$ cat config.mk
export PLATFORM = sky130hd
export DESIGN_NAME = bpa_ctrl
export DESIGN_NICKNAME = d
export VERILOG_FILES = /design/src/rtl/bpa_pkg.sv /design/src/rtl/bpa_ctrl.sv
export SDC_FILE = /design/constraint.sdc
export NUM_CORES = 1
export LEC_CHECK = 0
export BUFFER_PORTS_ARGS = -buffer_cell sky130_fd_sc_hd__buf_2
export CAP_MARGIN = 0
export CORE_MARGIN = 4
export CORE_UTILIZATION = 40
export DETAILED_ROUTE_END_ITERATION = 6
export SLEW_MARGIN = 20
export SYNTH_ARGS = -nofsm -noshare
export SYNTH_HDL_FRONTEND = slang
export SYNTH_SLANG_ARGS = --single-unit
$ cat constraint.sdc
create_clock -name clk -period 3.95 [get_ports clk]
set_input_delay 0.5925 -clock clk [delete_from_list [all_inputs] [get_ports clk]]
set_output_delay 0.5925 -clock clk [all_outputs]
set_load 0.005 [all_outputs]
$ cat src/rtl/bpa_pkg.sv
`default_nettype none
package bpa_pkg;

    // Arena geometry.
    localparam int ARENA_ORDER = 10;
    localparam int ARENA_PAGES = 1 << ARENA_ORDER;
    localparam int ADDR_W      = ARENA_ORDER;
    localparam int ORD_W       = 4;
    localparam int CNT_W       = ARENA_ORDER + 1;

    // Marks a search that found no block.
    localparam logic [ORD_W-1:0] ORD_NONE = '1;

    // Operation codes.
    localparam logic OP_ALLOC = 1'b0;
    localparam logic OP_FREE  = 1'b1;

    // Result status codes.
    localparam logic [1:0] ST_OK      = 2'd0;
    localparam logic [1:0] ST_NOSPACE = 2'd1;
    localparam logic [1:0] ST_BADFREE = 2'd2;

    // One entry of the page map.
    typedef struct packed {
        logic             free;
        logic [ORD_W-1:0] order;
    } entry_t;

    // Write request into the page map.
    typedef struct packed {
        logic              we;
        logic [ADDR_W-1:0] addr;
        entry_t            data;
    } mem_wr_t;

    // One result item.
    typedef struct packed {
        logic [1:0]        status;
        logic [ADDR_W-1:0] start;
        logic [CNT_W-1:0]  pages;
        logic [CNT_W-1:0]  pages_free;
    } result_t;

endpackage
`default_nettype wire

$ cat src/rtl/bpa_ctrl.sv
`default_nettype none
module bpa_ctrl (
    input  wire                         clk,
    input  wire                         rst_n,
    input  wire                         cfg_valid,
    output logic                        cfg_ready,
    input  wire [bpa_pkg::CNT_W-1:0]    cfg_data,
    input  wire                         in_valid,
    output logic                        in_ready,
    input  wire                         in_op,
    input  wire [bpa_pkg::CNT_W-1:0]    in_count,
    input  wire [bpa_pkg::ADDR_W-1:0]   in_index,
    output logic                        res_valid,
    input  wire                         res_take,
    output bpa_pkg::result_t            res,
    output bpa_pkg::mem_wr_t            wr,
    output logic [bpa_pkg::ADDR_W-1:0]  raddr,
    input  wire bpa_pkg::entry_t        rdata
);
    import bpa_pkg::*;

    localparam logic [2:0] S_IDLE   = 3'd0;
    localparam logic [2:0] S_INIT   = 3'd1;
    localparam logic [2:0] S_SCAN   = 3'd2;
    localparam logic [2:0] S_SPLIT  = 3'd3;
    localparam logic [2:0] S_MREAD  = 3'd4;
    localparam logic [2:0] S_MCHK   = 3'd5;
    localparam logic [2:0] S_MFIN   = 3'd6;
    localparam logic [2:0] S_RESULT = 3'd7;

    localparam logic [CNT_W-1:0] ARENA_CNT = CNT_W'(ARENA_PAGES);

    logic [2:0]        state_reg, state_next;
    logic [CNT_W-1:0]  addr_reg, addr_next;
    logic              rd_vld_reg, rd_vld_next;
    logic [ADDR_W-1:0] rd_addr_reg, rd_addr_next;
    logic              op_reg, op_next;
    logic [ORD_W-1:0]  ord_reg, ord_next;
    logic [ADDR_W-1:0] cur_reg, cur_next;
    logic [ORD_W-1:0]  fo_reg, fo_next;
    logic [ADDR_W-1:0] found_reg, found_next;
    logic              hit_reg, hit_next;
    logic [CNT_W-1:0]  managed_reg, managed_next;
    logic [CNT_W-1:0]  free_total_reg, free_total_next;
    result_t           res_reg, res_next;

    logic [CNT_W-1:0]  cnt_fix;
    logic [CNT_W-1:0]  cnt_m1;
    logic [ORD_W-1:0]  in_ord;
    logic [CNT_W-1:0]  in_size;
    logic [CNT_W-1:0]  ord_size;
    logic [CNT_W:0]    in_end;
    logic [CNT_W:0]    blk_end;
    logic [CNT_W:0]    req_end;
    logic [CNT_W:0]    head_end;
    entry_t            init_entry;
    logic [CNT_W-1:0]  head_pos;
    logic [ADDR_W-1:0] bud_addr;
    logic [ORD_W-1:0]  fo_dec;
    logic [ADDR_W-1:0] last_page;

    assign last_page = '1;

    // Rounded order of the incoming count.
    always_comb
    begin
        cnt_fix = (in_count == '0) ? CNT_W'(1) : in_count;
        cnt_m1  = cnt_fix - CNT_W'(1);
        in_ord  = '0;
        for (int i = 0; i < CNT_W; i++)
        begin
            if (cnt_m1[i])
            begin
                in_ord = ORD_W'(i + 1);
            end
        end
        in_size = CNT_W'(1) << in_ord;
        in_end  = {2'b00, in_index} + {1'b0, in_size};
    end

    // Greedy decomposition: a page heads the order-k block when bit k of the
    // managed count is set and the page equals the bits of the count above k.
    always_comb
    begin
        init_entry = '0;
        for (int k = 0; k < CNT_W; k++)
        begin
            head_pos = (managed_reg >> (k + 1)) << (k + 1);
            if (managed_reg[k] && head_pos == {1'b0, addr_reg[ADDR_W-1:0]})
            begin
                init_entry.free  = 1'b1;
                init_entry.order = ORD_W'(k);
            end
        end
    end

    assign ord_size = CNT_W'(1) << ord_reg;
    assign req_end  = {2'b00, cur_reg} + {1'b0, ord_size};
    assign head_end = {2'b00, rd_addr_reg} + ({{CNT_W{1'b0}}, 1'b1} << rdata.order);
    assign blk_end  = req_end;
    assign bud_addr = cur_reg ^ (ADDR_W'(1) << ord_reg);
    assign fo_dec   = fo_reg - ORD_W'(1);

    always_comb
    begin
        state_next      = state_reg;
        addr_next       = addr_reg;
        rd_vld_next     = 1'b0;
        rd_addr_next    = rd_addr_reg;
        op_next         = op_reg;
        ord_next        = ord_reg;
        cur_next        = cur_reg;
        fo_next         = fo_reg;
        found_next      = found_reg;
        hit_next        = hit_reg;
        managed_next    = managed_reg;
        free_total_next = free_total_reg;
        res_next        = res_reg;
        wr              = '0;
        raddr           = addr_reg[ADDR_W-1:0];
        cfg_ready       = (state_reg == S_IDLE);
        in_ready        = (state_reg == S_IDLE) && !cfg_valid;
        res_valid       = (state_reg == S_RESULT);

        unique case (state_reg)
            S_IDLE:
            begin
                if (cfg_valid)
                begin
                    managed_next = (cfg_data > ARENA_CNT) ? ARENA_CNT : cfg_data;
                    addr_next    = '0;
                    state_next   = S_INIT;
                end
                else if (in_valid)
                begin
                    op_next    = in_op;
                    ord_next   = in_ord;
                    cur_next   = in_index;
                    addr_next  = '0;
                    hit_next   = 1'b0;
                    fo_next    = ORD_NONE;
                    res_next   = '0;
                    res_next.pages_free = free_total_reg;
                    state_next = S_SCAN;
                    if (in_ord > ORD_W'(ARENA_ORDER))
                    begin
                        res_next.status = (in_op == OP_ALLOC) ? ST_NOSPACE : ST_BADFREE;
                        state_next      = S_RESULT;
                    end
                    else if (in_op == OP_FREE &&
                             (((in_index & ADDR_W'(in_size - CNT_W'(1))) != '0) ||
                              (in_end > {1'b0, managed_reg})))
                    begin
                        res_next.status = ST_BADFREE;
                        state_next      = S_RESULT;
                    end
                end
            end

            // Rebuild sweep, one entry a cycle.
            S_INIT:
            begin
                wr.we   = 1'b1;
                wr.addr = addr_reg[ADDR_W-1:0];
                wr.data = init_entry;
                addr_next = addr_reg + CNT_W'(1);
                if (addr_reg[ADDR_W-1:0] == last_page)
                begin
                    free_total_next = managed_reg;
                    state_next      = S_IDLE;
                end
            end

            // Full pass over the map: best-fit search or overlap check.
            S_SCAN:
            begin
                if (addr_reg != ARENA_CNT)
                begin
                    rd_vld_next  = 1'b1;
                    rd_addr_next = addr_reg[ADDR_W-1:0];
                    addr_next    = addr_reg + CNT_W'(1);
                end
                if (rd_vld_reg && rdata.free)
                begin
                    if (op_reg == OP_ALLOC)
                    begin
                        if (rdata.order >= ord_reg && rdata.order < fo_reg)
                        begin
                            fo_next    = rdata.order;
                            found_next = rd_addr_reg;
                        end
                    end
                    else if ({2'b00, rd_addr_reg} < blk_end &&
                             {2'b00, cur_reg} < head_end)
                    begin
                        hit_next = 1'b1;
                    end
                end
                if (addr_reg == ARENA_CNT && !rd_vld_reg)
                begin
                    if (op_reg == OP_ALLOC)
                    begin
                        if (fo_reg == ORD_NONE)
                        begin
                            res_next.status = ST_NOSPACE;
                            state_next      = S_RESULT;
                        end
                        else
                        begin
                            state_next = S_SPLIT;
                        end
                    end
                    else if (hit_reg)
                    begin
                        res_next.status = ST_BADFREE;
                        state_next      = S_RESULT;
                    end
                    else
                    begin
                        state_next = S_MREAD;
                    end
                end
            end

            // Hand the upper halves back, one per cycle, then claim the head.
            S_SPLIT:
            begin
                wr.we = 1'b1;
                if (fo_reg > ord_reg)
                begin
                    fo_next       = fo_dec;
                    wr.addr       = found_reg + (ADDR_W'(1) << fo_dec);
                    wr.data.free  = 1'b1;
                    wr.data.order = fo_dec;
                end
                else
                begin
                    wr.addr              = found_reg;
                    wr.data.free         = 1'b0;
                    wr.data.order        = ord_reg;
                    free_total_next      = free_total_reg - ord_size;
                    res_next.start       = found_reg;
                    res_next.pages       = ord_size;
                    res_next.pages_free  = free_total_reg - ord_size;
                    state_next           = S_RESULT;
                end
            end

            // Merge chain: fetch the buddy at the current order.
            S_MREAD:
            begin
                raddr = bud_addr;
                if (ord_reg < ORD_W'(ARENA_ORDER))
                begin
                    fo_next    = ord_reg;
                    found_next = bud_addr;
                    state_next = S_MCHK;
                end
                else
                begin
                    state_next = S_MFIN;
                end
            end

            S_MCHK:
            begin
                if (rdata.free && rdata.order == fo_reg)
                begin
                    wr.we         = 1'b1;
                    wr.addr       = found_reg;
                    wr.data.free  = 1'b0;
                    wr.data.order = rdata.order;
                    if (found_reg < cur_reg)
                    begin
                        cur_next = found_reg;
                    end
                    ord_next   = ord_reg + ORD_W'(1);
                    state_next = S_MREAD;
                end
                else
                begin
                    state_next = S_MFIN;
                end
            end

            // Mark the merged block free. The freed size is the original one.
            S_MFIN:
            begin
                wr.we               = 1'b1;
                wr.addr             = cur_reg;
                wr.data.free        = 1'b1;
                wr.data.order       = ord_reg;
                free_total_next     = free_total_reg + res_reg.pages;
                res_next.pages_free = free_total_reg + res_reg.pages;
                state_next          = S_RESULT;
            end

            S_RESULT:
            begin
                if (res_take)
                begin
                    state_next = S_IDLE;
                end
            end

            default:
            begin
                state_next = S_IDLE;
            end
        endcase

        // The freed size is fixed at entry to the merge chain.
        if (state_reg == S_SCAN && state_next == S_MREAD)
        begin
            res_next.pages = ord_size;
        end
    end

    always_ff @(posedge clk or negedge rst_n)
    begin
        if (!rst_n)
        begin
            state_reg      <= S_INIT;
            addr_reg       <= '0;
            rd_vld_reg     <= 1'b0;
            managed_reg    <= ARENA_CNT;
            free_total_reg <= '0;
        end
        else
        begin
            state_reg      <= state_next;
            addr_reg       <= addr_next;
            rd_vld_reg     <= rd_vld_next;
            managed_reg    <= managed_next;
            free_total_reg <= free_total_next;
        end
    end

    always_ff @(posedge clk)
    begin
        rd_addr_reg <= rd_addr_next;
        op_reg      <= op_next;
        ord_reg     <= ord_next;
        cur_reg     <= cur_next;
        fo_reg      <= fo_next;
        found_reg   <= found_next;
        hit_reg     <= hit_next;
        res_reg     <= res_next;
    end

    assign res = res_reg;

endmodule
`default_nettype wire

Word level (Yosys, flattened, before mapping)
Cells that the tools add are included.
- reductions and logical operators: 49
- add/subtract/negate cells: 11
- shifts and indexed selects: 5
- eq/ne operators: 44
- magnitude comparators: 10
- multiply operators: 0
- multiplexer cells: 93
- bitwise logic cells: 3
- div/mod/pow operators: 0
- operators with widths (cell ; count):
    11-bit by 10-bit == test with 1-bit output ; 10
    11-bit case mux with 3 select lines ; 3
    10-bit two-way mux ; 9
    11-bit two-way mux ; 8
    34-bit two-way mux ; 2
    16-bit case mux with 4 select lines ; 1
    4-bit two-way mux ; 14
    5-bit two-way mux ; 11
    3-bit two-way mux ; 14
    21-bit case mux with 2 select lines ; 1
    10-bit case mux with 2 select lines ; 2
    32-bit two-way mux ; 1
    2-bit != test, second input constant ; 14
    10-bit by 11-bit adder with 12-bit output ; 2
    10-bit by 12-bit less-than comparator with 1-bit output ; 2
    2-bit two-way mux ; 12
    3-bit case mux with 8 select lines ; 1
    11-bit logical NOT ; 2
    1-bit by 4-bit << shifter with 11-bit output, first input constant ; 2
    1-bit by 4-bit << shifter with 10-bit output, first input constant ; 2
    1-bit logical AND ; 19
    16-bit two-way mux ; 1
    4-bit case mux with 4 select lines ; 1
    4-bit AND reduction ; 4
    other kinds (50) ; 77
- output and inout bits: 63
- memories kept: 0
- flip-flop bits (word level): 111
- bits in read-only memories: 0
- RAM bits: 0
- latch bits: 0
- input port bits: 43

Longest topological paths before layout
- depth in word-level cells: 29
- gate-level depth with buffers: 31
- mapped depth without buffers: 30

Worst setup path after synthesis
OpenSTA, ideal clock, no wires.
- path type: input port to flip-flop
- start: in in_count[4] (netlist bit)
- end: reg res_reg (netlist bit res[33]), data pin
- slack: -2477 ps
- path buffers: 1
- stages on the path: 31
- data arrival time: 6154 ps
- path through: buf_6 or4_4 nor4b_2 nor2_1 ha_1 nor3b_1 xnor2_1 a21boi_0 o211a_1 o21a_1 nand3_1 inv_1 ha_1 fa_1 a21o_1 a21oi_1 o21bai_1 a21oi_1 o21bai_1 a21oi_1 o21ai_0 xor2_1 ha_1 and3_1 nand3_1 a211oi_1 o32ai_1 o2111ai_1 nor3_1 nor4b_4 a311oi_1
- RTL lines (item ; line ; source):
    start: declaration ; bpa_ctrl.sv:11 ; input wire [bpa_pkg::CNT_W-1:0] in_count,
    end signal: assignment ; bpa_ctrl.sv:348 ; res_reg <= res_next;
    end: declaration ; bpa_ctrl.sv:45 ; result_t res_reg, res_next;

==> reports/metrics.cfg <==
[global_route]
grt_pass1_wl_microns = 53000
grt_max_degree = 38
grt_pass1_vias = 9481
grt.overflow.total = 0
antenna_found_initial = 0
grtUsageTotal = 0.238

[cells_and_area]
drive_gt1_frac = 0.277
final_util = 0.514
syn2layout_area_growth_pct = 26.5
multi_input_area_sq_um = 6950
fill_cells = 2453
regArea_sq_um = 3150
n_antenna_cell = 0
fin_area_sq_um = 12900
nets = 1604
largest_reg_flops = 34

[clock_network]
htree_levels = 3
clockBufferDepth = 2
cts_tree = yes
cts-root-buf = clkbuf_16
worstSkewPairLatency_ps = 370
clk_pin_slew_ps = 80
cts.sinks = 111
cts_buffers = 9
cts_hold_buf = 0

[outcome]
status = finished, violations left
failed_checks = negative setup slack

[critical_path]
worst_ep_required_time_ps = 4050
max_stage_delay_ps = 550
r2r-end = hit_reg$_DFFE_PP_
cp_slowest_cell = or4_4
r2r.worst_path.cells = 18
r2r_start = ord_reg[1]$_DFFE_PP_
cp-end-kind = register
cp_max_fo = 4
arrival_ps = 5910
cp-start-kind = input pin
rrSetupSlack_ps = 220
crit_type = in -> reg
crit_path_frequent_cell = a21oi_2

[logic_synthesis]
yosys.area.top_type_share = 0.218
synth_most_common_cell = nand2_1
synth-seq-area-share = 0.309
synth.avg_cell_area_sq_um = 8.58
async_reset_ff_frac = 0.333
syn_inst = 1188
synth_flop_cell = edfxtp_1
synth_nets = 1364
synth_edf_count = 74
synth_seq_cells = 111
synth_top_cell_by_area = edfxtp_1
synth_area_leaders = edfxtp_1 (22%), ha_1 (16%), dfrtp_1 (8.6%)
yosysWarnings = 0
synth_area_sq_um = 10200
synth.distinct_cells = 81
yosys-top-cells-count = nand2_1 (136), ha_1 (127), nor2_1 (97), o21ai_0 (84), a21oi_1 (78)

[floorplan]
core_sq_um = 25100
start_util = 0.406
num_rows = 58
dieArea_sq_um = 28100
die_w_microns = 168
io_pins = 106
die_y_microns = 168

[drt]
drt_iter0_drc = 1003
drt_wl_total_microns = 34400
avgViaCountPerCell = 5.64
wl_per_cell_microns = 19.5
vias = 9947
antenna_left = 0
drc = 0
drt-pass1-iter-count = 6

[placed_design]
place_area_sq_um = 12200
io_buffer_count = 105
gp_congestion = 0.930
dp_hpwl_microns = 27300

[sta]
slew-limit-headroom = 0.348
period_minus_slack_ps = 5820
setup_viol = 5
fin_skew_ps = 17.5
fin_crit_sh = 1.47
whs_ps = 358
rsz0062_at_grt = true
fmax_mhz = 172
finalSetupTns_ps = -5490
final_hold_viol_count = 0
final_max_slew_viol_count = 0
layout_setup_ws_ps = -1870
tightest_slew_ps = 979

[power]
swShare = 0.447
leakagePower_nw = 5.97
combPwrFrac = 0.571
clock_power_share = 0.134
powerDensity_nw_per_um2 = 538
ir_drop_mv = 0.289
seq_power_share = 0.295
internal_power_w = 0.00384
switching_power_w = 0.00310

[flow_run]
cap_violations = 0

[hold_path]
worstHoldPathType = in -> async

## through the flow
step / power [W] / std cells / setup slack, ps
2_1_floorplan: 0.00443 / 1188 / -1950
3_3_place_gp: 0.00573 / 1726 / -2360
3_5_place_dp: 0.00580 / 1726 / -2460
4_1_cts: 0.00679 / 1754 / -1870
5_1_grt: 0.00745 / 1763 / -2190
6_report: 0.00693 / 1763 / -1870
## timing repair
item,CTS,global route
pin swaps,19,26
setup buffers,12,9
gates resized for setup,19,54
hold endpoints to repair,0,0
endpoints found under the setup margin,7,12
## area by class of cell
type	instances	area share
Multi-Input combinational cell	961	0.539
Inverter	67	0.0195
Clock inverter	6	0.00398
Clock buffer	10	0.0178
Tap cell	330	0.0320
Sequential cell	111	0.244
Timing Repair Buffer	278	0.143
## critical path: cells and delay by family
family,cells,cell delay (ps)
AOI/OAI and AO/OA,14,2010
adders and majority gates,4,990
buffers and inverters,2,140
and+or+nand+nor,9,1900
xor gates and xnor gates,2,270
## power by group through the flow
stage | sequential [W] | clock [W] | combinational (W)
floorplan | 0.00193 | 0 | 0.00250
global route | 0.00209 | 0.000982 | 0.00438
CTS | 0.00204 | 0.000938 | 0.00382
global placement | 0.00206 | 0 | 0.00368
detailed placement | 0.00206 | 0 | 0.00373
finish | 0.00204 | 0.000927 | 0.00396
## cell usage in the layout (no fill, tap or decap), types with 8 or more instances in the layout
cell type  netlist  layout
buf_4            0     171
nand2_1        136     132
ha_1           127     118
buf_2            0     103
nor2_1          97      97
o21ai_0         84      74
edfxtp_1        74      74
a21oi_1         78      65
inv_1           66      62
a21o_1          37      37
dfrtp_1         35      35
xnor2_1         36      33
nand2b_1        32      32
xor2_1          30      29
nor3_1          34      28
nor2b_1         24      23
nand3_1         25      23
a31oi_1         19      19
and3_1          20      17
and2_1          13      13
a21oi_2          0      13
mux2_2          11      11
or2_2           11      10
a222oi_1        10      10
clkbuf_16        0       9
a22oi_1          9       8
o21a_1           8       8
## cell families after synthesis
logic type      count (synthesis)  synth area share
compound gates                318             0.201
xor+xnor                       66            0.0567
fa+ha+maj                     133             0.168
buf+inv                       116            0.0435
flops                         111             0.309
mux                            14            0.0151
simple gates                  430             0.207
## how the worst max path moves through the flow
| stage | start | end | slack [ps] | depth (start not counted) |
|---|---|---|---|---|
| 2_1_floorplan | in_count[4] | res[33]$_DFFE_PP_ | -1950 | 31 |
| 3_3_place_gp | in_count[7] | res[33]$_DFFE_PP_ | -2360 | 28 |
| 3_5_place_dp | in_count[7] | res[33]$_DFFE_PP_ | -2460 | 28 |
| 4_1_cts | in_count[7] | res[33]$_DFFE_PP_ | -1870 | 28 |
| 5_1_grt | in_count[7] | res[33]$_DFFE_PP_ | -2190 | 30 |
| 6_report | in_count[7] | res[33]$_DFFE_PP_ | -1870 | 31 |
## metal layers
| metal | vias up | wire length [microns] | GRT usage |
|---|---|---|---|
| li1 | 4783 | - | - |
| met1 | 4704 | 15200 | 0.331 |
| met2 | 403 | 16000 | 0.395 |
| met3 | 57 | 2530 | 0.0326 |
| met4 | 0 | 638 | 0.0579 |
| met5 | - | 0 | 0 |
Note: power is estimated with default switching activity, not from simulation.
